<file path="src/rtl/tpfe_pkg.sv">
`timescale 1ns / 1ps
`default_nettype none
// ----------------------------------------------------------------------------
// tpfe_pkg: shared types and constants of the tap peak feature extractor
// Field widths, reset values, axis codes and the controller/datapath
// command and status bundles.
// ----------------------------------------------------------------------------
package tpfe_pkg;

    // Default capture limit; the top level hands it down as a parameter.
    localparam int MAX_SAMPLES_DEF = 512;

    // Fixed field widths of the stream words.
    localparam int AXIS_W    = 16;
    localparam int SUM_W     = AXIS_W + 1;
    localparam int PIDX_W    = 9;
    localparam int DOM_W     = 2;
    localparam int PCT_W     = 7;
    localparam int LEN_W     = 10;
    localparam int S_DATA_W  = 48;
    localparam int M_FIELD_W = 3 * AXIS_W + PIDX_W + DOM_W + PCT_W + LEN_W;
    localparam int M_DATA_W  = ((M_FIELD_W + 7) / 8) * 8;

    // Percent scaling and the divider operand width.
    localparam int              PCT_SCALE_W = 7;
    localparam logic [PCT_SCALE_W-1:0] PCT_SCALE = 7'd100;
    localparam int              DIVD_W      = SUM_W + PCT_SCALE_W;

    // Reset value of the minimum capture length register.
    localparam logic [LEN_W-1:0] MIN_SAMPLES_RST = 10'd100;

    // Dominant axis codes.
    localparam logic [DOM_W-1:0] AXIS_X = 2'd0;
    localparam logic [DOM_W-1:0] AXIS_Y = 2'd1;
    localparam logic [DOM_W-1:0] AXIS_Z = 2'd2;

    // Controller states.
    typedef enum logic [1:0] {
        ST_RUN,
        ST_PREP,
        ST_DIV,
        ST_HOLD
    } t_state;

    // Commands from the controller to the datapath.
    typedef struct packed {
        logic in_ready;
        logic div_start;
        logic out_load;
    } t_cmd;

    // Status from the datapath to the controller.
    typedef struct packed {
        logic last_fire;
        logic div_done;
        logic out_free;
    } t_sts;

    // Magnitude of a signed 16-bit sample; the most negative value maps to 2^15.
    function automatic logic [SUM_W-1:0] f_mag(input logic [AXIS_W-1:0] v);
        logic [SUM_W-1:0] ext;
        ext = {1'b0, v};
        return v[AXIS_W-1] ? (SUM_W'(1) << AXIS_W) - ext : ext;
    endfunction

endpackage
`default_nettype wire

</file>
<file path="src/rtl/tap_peak_feature_extractor.sv">
`timescale 1ns / 1ps
`default_nettype none
// Throughput: words that do not end a capture are taken one per cycle, back to back.
// A word with tlast drops tready while the controller runs a setup state, seven divider
// steps for the Z share (one quotient bit each), a state that sees done and one that loads
// the result, which then shows tvalid; a word still held at the output delays the load
// and keeps tready low until that word is taken.
// Reset is synchronous, active low: it clears the capture state and sets min_samples to 100.
// ----------------------------------------------------------------------------
// tap_peak_feature_extractor: peak L1 magnitude feature extractor
// Finds the sample with the largest |x|+|y|+|z| in each capture and emits
// its axes, index, dominant axis, Z share and the capture length.
// ----------------------------------------------------------------------------
module tap_peak_feature_extractor
    import tpfe_pkg::*;
#(
    parameter int MAX_SAMPLES = MAX_SAMPLES_DEF
) (
    input  wire logic                i_clk,
    input  wire logic                i_rst_n,
    input  wire logic                i_cfg_we,
    input  wire logic [LEN_W-1:0]    i_cfg_wdata,    // min_samples
    input  wire logic                i_s_axis_tvalid,
    output logic                     o_s_axis_tready,
    // accel_x [15:0], accel_y [31:16], accel_z [47:32]
    input  wire logic [S_DATA_W-1:0] i_s_axis_tdata,
    input  wire logic                i_s_axis_tlast, // last_sample
    output logic                     o_m_axis_tvalid,
    input  wire logic                i_m_axis_tready,
    // peak_x [15:0], peak_y [31:16], peak_z [47:32], peak_index [56:48],
    // major_axis [58:57], z_share_pct [65:59], capture_length [75:66], zero pad
    output logic [M_DATA_W-1:0]      o_m_axis_tdata,
    output logic                     o_m_axis_tuser  // too_short
);

    t_cmd cmd;
    t_sts sts;

    tpfe_ctrl u_ctrl (
        .i_clk   (i_clk),
        .i_rst_n (i_rst_n),
        .i_sts   (sts),
        .o_cmd   (cmd)
    );

    tpfe_dp #(
        .MAX_SAMPLES (MAX_SAMPLES)
    ) u_dp (
        .i_clk       (i_clk),
        .i_rst_n     (i_rst_n),
        .i_cfg_we    (i_cfg_we),
        .i_cfg_wdata (i_cfg_wdata),
        .i_s_tvalid  (i_s_axis_tvalid),
        .i_s_tdata   (i_s_axis_tdata),
        .i_s_tlast   (i_s_axis_tlast),
        .i_m_tready  (i_m_axis_tready),
        .i_cmd       (cmd),
        .o_sts       (sts),
        .o_m_tvalid  (o_m_axis_tvalid),
        .o_m_tdata   (o_m_axis_tdata),
        .o_m_tuser   (o_m_axis_tuser)
    );

    assign o_s_axis_tready = cmd.in_ready;

    // The end of a capture always starts the division in the next cycle.
    a_last_starts_div: assert property (@(posedge i_clk) disable iff (!i_rst_n)
        sts.last_fire |=> cmd.div_start)
        else $error("capture end did not start the division");

    // No word is accepted while the divider is finishing.
    a_no_accept_on_done: assert property (@(posedge i_clk) disable iff (!i_rst_n)
        sts.div_done |-> !cmd.in_ready)
        else $error("input accepted while the divider completes");

    // A load always presents a result word in the next cycle.
    a_load_shows_valid: assert property (@(posedge i_clk) disable iff (!i_rst_n)
        cmd.out_load |=> o_m_axis_tvalid)
        else $error("result load did not raise tvalid");

    // A result is loaded only when the output register is free.
    a_load_when_free: assert property (@(posedge i_clk) disable iff (!i_rst_n)
        cmd.out_load |-> (!o_m_axis_tvalid || i_m_axis_tready))
        else $error("result loaded over a pending word");

endmodule
`default_nettype wire

</file>
<file path="src/rtl/tpfe_div.sv">
`timescale 1ns / 1ps
`default_nettype none
// ----------------------------------------------------------------------------
// tpfe_div: restoring divider for the Z share
// Produces one quotient bit per cycle, most significant first. The quotient
// is known to stay below 2^PCT_W, so only PCT_W steps are needed.
// ----------------------------------------------------------------------------
module tpfe_div
    import tpfe_pkg::*;
(
    input  wire logic              i_clk,
    input  wire logic              i_rst_n,
    input  wire logic              i_start,
    input  wire logic [DIVD_W-1:0] i_dividend,
    input  wire logic [SUM_W-1:0]  i_divisor,
    output logic                   o_done,
    output logic [PCT_W-1:0]       o_quot
);

    localparam int STEP_W = $clog2(PCT_W);

    logic              r_busy;
    logic              r_done;
    logic [STEP_W-1:0] r_step;
    logic [DIVD_W-1:0] r_rem;
    logic [SUM_W-1:0]  r_divisor;
    logic [PCT_W-1:0]  r_quot;

    logic [DIVD_W-1:0] shifted;
    logic              fits;

    // Trial subtraction of the divisor aligned to the current quotient bit.
    always_comb begin
        shifted = DIVD_W'(r_divisor) << r_step;
        fits    = (r_rem >= shifted);
    end

    // Control: busy flag, step counter and a one-cycle done pulse.
    always_ff @(posedge i_clk) begin
        if (!i_rst_n) begin
            r_busy <= 1'b0;
            r_done <= 1'b0;
            r_step <= '0;
        end else begin
            r_done <= r_busy && (r_step == '0);
            if (i_start) begin
                r_busy <= 1'b1;
                r_step <= STEP_W'(PCT_W - 1);
            end else if (r_busy) begin
                if (r_step == '0) begin
                    r_busy <= 1'b0;
                end else begin
                    r_step <= r_step - 1'b1;
                end
            end
        end
    end

    // Partial remainder and quotient.
    always_ff @(posedge i_clk) begin
        if (i_start) begin
            r_rem     <= i_dividend;
            r_divisor <= i_divisor;
            r_quot    <= '0;
        end else if (r_busy) begin
            if (fits) begin
                r_rem <= r_rem - shifted;
            end
            r_quot <= {r_quot[PCT_W-2:0], fits};
        end
    end

    assign o_done = r_done;
    assign o_quot = r_quot;

endmodule
`default_nettype wire

</file>
<file path="src/rtl/tpfe_dp.sv">
`timescale 1ns / 1ps
`default_nettype none
// ----------------------------------------------------------------------------
// tpfe_dp: datapath of the tap peak feature extractor
// Tracks the peak L1 magnitude sample of a capture, holds the finished
// capture's features, runs the Z share division and drives the output word.
// ----------------------------------------------------------------------------
module tpfe_dp
    import tpfe_pkg::*;
#(
    parameter int MAX_SAMPLES = MAX_SAMPLES_DEF
) (
    input  wire logic                i_clk,
    input  wire logic                i_rst_n,
    input  wire logic                i_cfg_we,
    input  wire logic [LEN_W-1:0]    i_cfg_wdata,
    input  wire logic                i_s_tvalid,
    input  wire logic [S_DATA_W-1:0] i_s_tdata,
    input  wire logic                i_s_tlast,
    input  wire logic                i_m_tready,
    input  wire t_cmd                i_cmd,
    output t_sts                     o_sts,
    output logic                     o_m_tvalid,
    output logic [M_DATA_W-1:0]      o_m_tdata,
    output logic                     o_m_tuser
);

    localparam int CNT_W = $clog2(MAX_SAMPLES + 1);
    localparam int IDX_W = $clog2(MAX_SAMPLES);
    localparam int CMP_W = CNT_W + LEN_W;

    logic [LEN_W-1:0] r_min_samples;

    logic [SUM_W-1:0]  r_best_sum;
    logic [IDX_W-1:0]  r_best_idx;
    logic [AXIS_W-1:0] r_best_x, r_best_y, r_best_z;
    logic [CNT_W-1:0]  r_count;

    logic [AXIS_W-1:0] r_res_x, r_res_y, r_res_z;
    logic [PIDX_W-1:0] r_res_idx;
    logic [LEN_W-1:0]  r_res_len;
    logic              r_res_short;
    logic [DOM_W-1:0]  r_res_dom;
    logic              r_res_zero;

    logic              r_out_valid;
    logic [M_DATA_W-1:0] r_out_data;
    logic              r_out_short;

    logic [AXIS_W-1:0] in_x, in_y, in_z;
    logic              fire;
    logic              in_range;
    logic [SUM_W-1:0]  in_sum;
    logic              better;
    logic [IDX_W-1:0]  n_best_idx;
    logic [AXIS_W-1:0] n_best_x, n_best_y, n_best_z;
    logic [CNT_W-1:0]  n_count;
    logic [IDX_W+PIDX_W-1:0] idx_ext;
    logic [CNT_W+LEN_W-1:0]  len_ext;
    logic              n_short;

    logic [SUM_W-1:0]  ax, ay, az, total;
    logic [DOM_W-1:0]  dom;
    logic [DIVD_W-1:0] dividend;
    logic              div_done;
    logic [PCT_W-1:0]  quot;
    logic [PCT_W-1:0]  share;

    // Unpack the input word.
    assign in_x = i_s_tdata[AXIS_W-1:0];
    assign in_y = i_s_tdata[2*AXIS_W-1:AXIS_W];
    assign in_z = i_s_tdata[3*AXIS_W-1:2*AXIS_W];
    assign fire = i_s_tvalid && i_cmd.in_ready;

    // Peak tracking: a strictly larger magnitude replaces the held sample.
    always_comb begin
        in_range   = (r_count < CNT_W'(MAX_SAMPLES));
        in_sum     = f_mag(in_x) + f_mag(in_y) + f_mag(in_z);
        better     = in_range && (in_sum > r_best_sum);
        n_best_idx = better ? r_count[IDX_W-1:0] : r_best_idx;
        n_best_x   = better ? in_x : r_best_x;
        n_best_y   = better ? in_y : r_best_y;
        n_best_z   = better ? in_z : r_best_z;
        n_count    = in_range ? r_count + 1'b1 : r_count;
        idx_ext    = {{PIDX_W{1'b0}}, n_best_idx};
        len_ext    = {{LEN_W{1'b0}}, n_count};
        n_short    = (CMP_W'(n_count) < CMP_W'(r_min_samples));
    end

    // Minimum capture length register.
    always_ff @(posedge i_clk) begin
        if (!i_rst_n) begin
            r_min_samples <= MIN_SAMPLES_RST;
        end else if (i_cfg_we) begin
            r_min_samples <= i_cfg_wdata;
        end
    end

    // Capture state; the last word of a capture clears it.
    always_ff @(posedge i_clk) begin
        if (!i_rst_n) begin
            r_best_sum <= '0;
            r_best_idx <= '0;
            r_best_x   <= '0;
            r_best_y   <= '0;
            r_best_z   <= '0;
            r_count    <= '0;
        end else if (fire) begin
            if (i_s_tlast) begin
                r_best_sum <= '0;
                r_best_idx <= '0;
                r_best_x   <= '0;
                r_best_y   <= '0;
                r_best_z   <= '0;
                r_count    <= '0;
            end else begin
                r_best_sum <= better ? in_sum : r_best_sum;
                r_best_idx <= n_best_idx;
                r_best_x   <= n_best_x;
                r_best_y   <= n_best_y;
                r_best_z   <= n_best_z;
                r_count    <= n_count;
            end
        end
    end

    // Features of the finished capture, held while the share is computed.
    always_ff @(posedge i_clk) begin
        if (fire && i_s_tlast) begin
            r_res_x     <= n_best_x;
            r_res_y     <= n_best_y;
            r_res_z     <= n_best_z;
            r_res_idx   <= idx_ext[PIDX_W-1:0];
            r_res_len   <= len_ext[LEN_W-1:0];
            r_res_short <= n_short;
        end
    end

    // Magnitudes, dominant axis and divider operands of the held peak.
    always_comb begin
        ax    = f_mag(r_res_x);
        ay    = f_mag(r_res_y);
        az    = f_mag(r_res_z);
        total = ax + ay + az;
        if (az >= ax && az >= ay) begin
            dom = AXIS_Z;
        end else if (ax >= ay) begin
            dom = AXIS_X;
        end else begin
            dom = AXIS_Y;
        end
        dividend = DIVD_W'(az) * DIVD_W'(PCT_SCALE);
    end

    always_ff @(posedge i_clk) begin
        if (i_cmd.div_start) begin
            r_res_dom  <= dom;
            r_res_zero <= (total == '0);
        end
    end

    tpfe_div u_div (
        .i_clk      (i_clk),
        .i_rst_n    (i_rst_n),
        .i_start    (i_cmd.div_start),
        .i_dividend (dividend),
        .i_divisor  (total),
        .o_done     (div_done),
        .o_quot     (quot)
    );

    assign share = r_res_zero ? '0 : quot;

    // Output register: loaded once per capture, cleared when taken.
    always_ff @(posedge i_clk) begin
        if (!i_rst_n) begin
            r_out_valid <= 1'b0;
        end else if (i_cmd.out_load) begin
            r_out_valid <= 1'b1;
        end else if (i_m_tready) begin
            r_out_valid <= 1'b0;
        end
    end

    always_ff @(posedge i_clk) begin
        if (i_cmd.out_load) begin
            r_out_short <= r_res_short;
            if (r_res_short) begin
                r_out_data <= M_DATA_W'({r_res_len, {(M_FIELD_W - LEN_W){1'b0}}});
            end else begin
                r_out_data <= M_DATA_W'({r_res_len, share, r_res_dom, r_res_idx,
                                         r_res_z, r_res_y, r_res_x});
            end
        end
    end

    // Status back to the controller.
    assign o_sts.last_fire = fire && i_s_tlast;
    assign o_sts.div_done  = div_done;
    assign o_sts.out_free  = !r_out_valid || i_m_tready;

    assign o_m_tvalid = r_out_valid;
    assign o_m_tdata  = r_out_data;
    assign o_m_tuser  = r_out_short;

endmodule
`default_nettype wire

</file>
<file path="src/rtl/tpfe_ctrl.sv">
`timescale 1ns / 1ps
`default_nettype none
// ----------------------------------------------------------------------------
// tpfe_ctrl: controller of the tap peak feature extractor
// Accepts words while scanning, then sequences the share division and the
// handoff of the result word to the output register.
// ----------------------------------------------------------------------------
module tpfe_ctrl
    import tpfe_pkg::*;
(
    input  wire logic i_clk,
    input  wire logic i_rst_n,
    input  wire t_sts i_sts,
    output t_cmd      o_cmd
);

    t_state r_state;
    t_state n_state;

    // State register.
    always_ff @(posedge i_clk) begin
        if (!i_rst_n) begin
            r_state <= ST_RUN;
        end else begin
            r_state <= n_state;
        end
    end

    // Next state and commands.
    always_comb begin
        n_state         = r_state;
        o_cmd.in_ready  = 1'b0;
        o_cmd.div_start = 1'b0;
        o_cmd.out_load  = 1'b0;
        case (r_state)
            ST_RUN: begin
                o_cmd.in_ready = 1'b1;
                if (i_sts.last_fire) begin
                    n_state = ST_PREP;
                end
            end
            ST_PREP: begin
                o_cmd.div_start = 1'b1;
                n_state         = ST_DIV;
            end
            ST_DIV: begin
                if (i_sts.div_done) begin
                    n_state = ST_HOLD;
                end
            end
            ST_HOLD: begin
                if (i_sts.out_free) begin
                    o_cmd.out_load = 1'b1;
                    n_state        = ST_RUN;
                end
            end
            default: begin
                n_state = ST_RUN;
            end
        endcase
    end

endmodule
`default_nettype wire
</file>
<file path="config.mk">
export PLATFORM = sky130hd
export DESIGN_NAME = tap_peak_feature_extractor
export DESIGN_NICKNAME = d
export VERILOG_FILES = /design/src/rtl/tpfe_pkg.sv /design/src/rtl/tap_peak_feature_extractor.sv /design/src/rtl/tpfe_div.sv /design/src/rtl/tpfe_dp.sv /design/src/rtl/tpfe_ctrl.sv
export SDC_FILE = /design/constraint.sdc
export NUM_CORES = 1
export LEC_CHECK = 0
export BUFFER_PORTS_ARGS = -buffer_cell sky130_fd_sc_hd__clkbuf_2
export CAP_MARGIN = 10
export CORE_ASPECT_RATIO = 2
export CORE_MARGIN = 2
export CORE_UTILIZATION = 30
export DETAILED_ROUTE_END_ITERATION = 16
export MAX_ROUTING_LAYER = met4
export PLACE_DENSITY = 0.49
export SETUP_SLACK_MARGIN = 0.1
export SYNTH_ARGS = -nofsm -noshare
export SYNTH_HDL_FRONTEND = slang
export SYNTH_SLANG_ARGS = --single-unit
</file>
<file path="constraint.sdc">
create_clock -name i_clk -period 16.94 [get_ports i_clk]
set_input_delay 1.694 -clock i_clk [delete_from_list [all_inputs] [get_ports i_clk]]
set_output_delay 1.694 -clock i_clk [all_outputs]
set_load 0.02 [all_outputs]
</file>
### Word level (Yosys, flattened, before mapping)

Index checks and enable logic that the tools add are counted.

| word-level totals | value |
|---|---|
| bits in writable memories | 0 |
| memories | 0 |
| output and inout bits | 83 |
| input port bits | 64 |
| latch bits | 0 |
| logic and storage cells | 120 |
| flip-flop bits (word level) | 302 |
| ROM bits | 0 |

| cells by class | value |
|---|---|
| muxes and demuxes | 38 |
| equal/unequal tests | 7 |
| reduce and logical (&&, ||, !) cells | 22 |
| shifts and indexed selects | 1 |
| bitwise gates (word level) | 2 |
| divide/modulo/power cells | 0 |
| add/subtract/negate cells | 13 |
| multipliers | 1 |
| $lt $le $gt $ge | 7 |

Operator list:

| operator | count |
|---|---|
| $mux W17 | 8 |
| $sub A17 B16 Y17 const A | 6 |
| $mux W16 | 6 |
| $mux W24 | 3 |
| $add A17 B17 Y17 | 4 |
| $ge A17 B17 Y1 | 3 |
| $ge A24 B24 Y1 | 1 |
| $shl A17 B3 Y24 | 1 |
| $sub A24 B24 Y24 | 1 |
| $mul A17 B5 Y22 const B | 1 |
| $mux W10 | 2 |
| $mux W9 | 2 |
| $gt A17 B17 Y1 | 1 |
| $logic_not A17 Y1 | 1 |
| $add A10 B1 Y10 const B | 1 |
| $lt A10 B10 Y1 | 1 |
| $lt A10 B10 Y1 const B | 1 |
| $mux W1 | 10 |
| $reduce_and A2 Y1 | 5 |
| $mux W3 | 3 |
| $pmux W2 S4 | 1 |
| $reduce_bool A2 Y1 | 4 |
| $mux W2 | 3 |
| $ne A2 B2 Y1 const B | 3 |
| other kinds (12) | 19 |

### Longest topological paths before layout

| logic depth | value |
|---|---|
| depth in word-level cells | 8 |
| depth in mapped cells | 28 |
| mapped depth without buffers | 27 |

### Hierarchy

A second synthesis with hierarchy kept.

| second synthesis, totals | value |
|---|---|
| cells, all modules | 1,973 |
| area, all modules | 20,609.8 um^2 |

Modules (own cells, without submodules):

| module | sequential area each (um^2) | times used | cells an instance | area each (um^2) |
|---|---|---|---|---|
| tpfe_dp | 6,346.1 | 1 | 1,539 | 16,377.0 |
| tpfe_div | 1,471.4 | 1 | 414 | 4,048.9 |
| tpfe_ctrl | 40.0 | 1 | 20 | 183.9 |

### Worst setup path before layout

No wires, ideal clock.

| timing path | value |
|---|---|
| path type | input -> register |
| from | input i_s_axis_tdata[18] |
| to | register u_dp.r_best_idx[8] |
| path buffers | 1 |
| path slack | 9,744 ps |
| stages | 23 |
| arrival | 7,079 ps |
| required time | 16,823 ps |
| setup time | 117 ps |
| cell sequence | or3_1 or3_1 or3_1 nand2_1 xor2_1 fa_1 inv_1 ha_1 a21oi_1 o21bai_1 o41ai_1 o21ai_0 xor2_1 ha_1 a21o_1 a21o_1 a21oi_1 o21ai_0 a21o_1 nand2_1 clkbuf_1 mux2_2 a32o_1 |

| between the ends | value |
|---|---|
| longest elaborated chain between the ends | 8 |

RTL lines:

| item | RTL line | RTL |
|---|---|---|
| from (decl) | tap_peak_feature_extractor.sv:26 | `input wire logic [S_DATA_W-1:0] i_s_axis_tdata,` |
| $sub A17 B16 Y17 | tpfe_pkg.sv:63 | `return v[AXIS_W-1] ? (SUM_W'(1) << AXIS_W) - ext : ext;` |
| $mux W17 (*) | tpfe_pkg.sv:63 |  |
| $add A17 B17 Y17 (*) (2 in series) | tpfe_dp.sv:78 | `in_sum = f_mag(in_x) + f_mag(in_y) + f_mag(in_z);` |
| $gt A17 B17 Y1 (*) | tpfe_dp.sv:79 | `better = in_range && (in_sum > r_best_sum);` |
| $logic_and A1 B1 Y1 (*) | tpfe_dp.sv:79 |  |
| $mux W9 (*) | tpfe_dp.sv:80 | `n_best_idx = better ? r_count[IDX_W-1:0] : r_best_idx;` |
| net u_dp.n_best_idx[8] | tpfe_dp.sv:55 | `logic [IDX_W-1:0] n_best_idx;` |
| $mux W9 (*) | tpfe_dp.sv:109 | `if (i_s_tlast) begin` |
| to (signal assigned) | tpfe_dp.sv:118 | `r_best_idx <= n_best_idx;` |
| to (decl) | tpfe_dp.sv:35 | `logic [IDX_W-1:0] r_best_idx;` |

The timed path passes the listed nets; every way through them passes the cells marked *.
A chain may end at the register's enable or synchronous reset.

### Final worst setup path

| timing path | value |
|---|---|
| from | input i_s_axis_tdata[20] |
| to | register u_dp.r_best_sum[16] |

| between the ends | value |
|---|---|
| longest elaborated chain between the ends | 8 |
| elaborated cells on any way between the ends | 10 |
| those cells by class | add/sub: 3; order compare: 1; mux: 3; reduce/logical: 3 |

RTL lines:

| item | RTL line | RTL |
|---|---|---|
| $sub A17 B16 Y17 | tpfe_pkg.sv:63 |  |
| $mux W17 (*) | tpfe_pkg.sv:63 |  |
| $add A17 B17 Y17 (*) (2 in series) | tpfe_dp.sv:78 |  |
| $gt A17 B17 Y1 | tpfe_dp.sv:79 |  |
| $logic_and A1 B1 Y1 | tpfe_dp.sv:79 |  |
| $reduce_bool A2 Y1 (no line) | n/a |  |
| $reduce_and A2 Y1 (no line) | n/a |  |
| to (signal assigned) | tpfe_dp.sv:117 | `r_best_sum <= better ? in_sum : r_best_sum;` |
| to (decl) | tpfe_dp.sv:34 | `logic [SUM_W-1:0] r_best_sum;` |

Mark *: on every way between the ends. The rest lies on a longest branch, timed or not. The select of a mux whose other input is x is not followed.

==> key figures <==
STA
  – Final slew viol count: 0
  – Final period util: between 40% and 50%
  – Worst Slack Setup Final: 9160 ps
  – Rel. slew slack: 26.0%
  – Setup_tns: 0 ps
  – Clock Skews: 24.8 ps
  – Setup-failing EPs final: 0
  – Final-report hold violation count: 0
  – F_max: 129 MHz
  – RSZ-0062 raised after global routing: no
  – Slew @ Worst Pin: 1110 ps
  – Tmin final: 7780 ps

Critical path
  – CP top delay family: compound AO/OA/AOI/OAI gates
  – Slowest stage delay, CP: 920 ps
  – Critical path buffers and inverters: 5
  – Kind of capture point of the worst setup path: register
  – Crit Path Category: in2reg
  – CP Launch Type: input port
  – Most numerous cell on the critical path: a21o_1
  – CP max-delay cell: o41ai_1
  – WP data arrival: 8280 ps
  – WP data required: 17,440 ps
  – CP max FO: 64

Route
  – Vias: 14,886
  – Post-Route WL: 60,700 um
  – 1st-iter DRT viols: 650
  – Residual DRC count: 0
  – DR pass1 iterations: 5
  – DR vias/cell: 5.03
  – Routed WL per cell: 20.5 um
  – ANT nets after route: 0

Final layout
  – Post-Route Utilization: 34.4%
  – Diodes inserted: 0
  – Fin nets: 2,379
  – Fraction of layout cells with a size suffix above 1: ~15%
  – Design Area, Final: 0.0229 mm2
  – Synth-to-layout area growth: 13.9%

Die
  – Rows: 134
  – Core area: about 0.067 mm2
  – Starting Density: between 30% and 40%
  – Top-level I/O count: 147
  – Die area: 0.0693 mm2
  – Die width: 187 um
  – Die H: 370 um

Global routing
  – M3 GR Usage: 2.14%
  – Gr usage total: 18.0%
  – Vias in the first global route: approximately 16,000
  – Met2 usage: 36.0%
  – Largest net degree at the start of global routing: 69
  – Met1 usage: 16.8%
  – GRT Residual Overflow: 0
  – Antenna violations before repair: 1
  – Most Crowded Layer GR: met2
  – First-pass GRT wire length: between 90,000 and 100,000 um

Clock network
  – CTS clk-pin slew, worst paths: 60 ps
  – Cts hold-fix bufs: 0
  – # clock sinks: approximately 300
  – Num CTS Buffers: 30
  – Worst skew pair latency: 620 ps
  – Clock Path Buffers: 3
  – Htree depth: 1
  – CTS tree: yes
  – Clock Root Buffer: clkbuf_16
  – Post-CTS Setup Bufs: 0
  – Post-CTS sizing: 0

Outcome
  – Status: complete, no violations

Synthesis
  – Compound-cell area share of the yosys netlist: 14.7%
  – Library cells used by synthesis: 75
  – Largest family of logic cells by synthesized area: adder cells
  – Simple-Gate Fraction of Synth Area: 11.1%
  – Synth area leader: edfxtp_1
  – Post-synth EDFFs: 187
  – Top cell type's share of synthesized area: 27.9%
  – Multiplexer share of the synthesized area: just under 6%
  – Post-synth top flop: edfxtp_1
  – Warnings, synthesis: 0
  – Synth area leaders: edfxtp_1 28%, ha_1 13%, dfxtp_1 11%, fa_1 4.7%, xnor2_1 3.7%
  – Ys async rst share: 0%
  – Synthesized area per cell: 10.5 um2
  – Synth Register Bits: 298
  – Post-Synth XOR/XNOR Area: between 6 and 7%
  – Synth Instances: 1,916
  – Netlist Area Pre-Place: 0.0201 mm2
  – Adder-cell share of the synthesized area: 18.0%
  – Sequential share of the synthesized area: 38.9%

Placement
  – IO Port Bufs: ~140
  – Post-DP Area: 0.0219 mm2
  – GP Congestion: 0.917
  – Detailed placement HPWL: 48,800 um
  – Post-Place Worst Slack: 8600 ps

Hold path
  – Hold Crit Class: reg2reg

Flow run
  – Max cap viols: 0
## cells in the mapped netlist (13+ instances only)
library cell,count
nand3_1,25
clkbuf_1,65
ha_1,214
nor2_1,90
or4_1,13
mux2_2,54
a21oi_1,77
dfxtp_1,111
a22o_1,20
o31ai_1,33
fa_1,47
o21ai_0,73
edfxtp_1,187
nand2_1,101
o21a_1,14
or3_1,14
a32o_1,58
mux2i_1,36
xnor2_1,84
a21o_1,44
inv_1,188
nor2b_1,75
xor2_1,62
nand4_1,17
nand2b_1,28
nor3_1,29
## routing by layer
layer  part of all wire, %  wire (um)
met2                    57      34600
met4                   4.6       2800
met1                    35      21300
met3                   3.3       1990
met5                     0          0
## cell type report
cell class              count  area, um2
flip-flops and latches    298       7840
clock buffers              37        807
repair buffers            166        891
multi-input cells        1368      11400
inverters                 190        713
fillers                  6763      43600
well taps                 884       1110
clock inverters            19        199
## flip-flops by register name (all words and copies together), names as in the netlist, 2 cells and up
name                  count
u_dp.o_m_tdata           76
u_dp.u_div.r_rem         24
u_dp.r_best_sum          17
u_dp.u_div.r_divisor     17
u_dp.r_best_x            16
u_dp.r_best_y            16
u_dp.r_best_z            16
u_dp.r_res_x             16
u_dp.r_res_y             16
u_dp.r_res_z             16
u_dp.r_count             10
u_dp.r_min_samples       10
u_dp.r_res_len           10
u_dp.r_best_idx           9
u_dp.r_res_idx            9
u_dp.u_div.o_quot         7
u_dp.u_div.r_step         3
u_ctrl.r_state            2
u_dp.r_res_dom            2
## through the flow
step / std cells / hold slack (ps)
finish: 2962 / 420
floorplan: 1927 / 400
global route: 2962 / 433
CTS: 2962 / 422
global placement: 2906 / 404
detailed placement: 2906 / 405
## placed cells by master (no fill, tap or decap), types with 20 or more instances in the layout
cell type,count
ha_1,213
inv_1,187
edfxtp_1,187
clkbuf_2,142
dfxtp_1,111
nand2_1,100
nor2_1,89
xnor2_1,84
a21oi_1,76
nor2b_1,74
o21ai_0,73
xor2_1,62
a32o_1,58
mux2_2,54
fa_1,47
a21o_1,44
mux2i_1,36
o31ai_1,33
clkbuf_16,30
nor3_1,29
nand2b_1,28
nand3_1,25
buf_4,24
a22o_1,20
## kinds of logic (layout without fill, tap and decap cells)
| kind of cell | after synthesis | in the layout |
|---|---|---|
| xor gates and xnor gates | 147 | 147 |
| AOI/OAI and AO/OA | 413 | 413 |
| other | 2 | 13 |
| buffers and inverters | 261 | 412 |
| muxes | 100 | 100 |
| and+or+nand+nor | 434 | 434 |
| adders and majority gates | 261 | 261 |
| DFF | 298 | 298 |
## final timing paths
path	endpoint	slack [ps]	start	cells past startpoint
hold reg to reg	u_dp.o_m_tdata[72]$_DFFE_PP_	420	u_dp.r_res_len[6]$_DFFE_PP_	0
hold / removal	u_dp.o_m_tdata[72]$_DFFE_PP_	420	u_dp.r_res_len[6]$_DFFE_PP_	0
setup reg to reg	u_dp.r_res_zero$_DFFE_PP_	10470	u_dp.r_res_z[0]$_DFFE_PP_	19
setup / recovery	u_dp.r_best_sum[16]$_SDFFE_PN0P_	9160	i_s_axis_tdata[20]	27
Power is not shown: default switching activity piles up to over one toggle a cycle in this logic, so the estimate is an artifact.
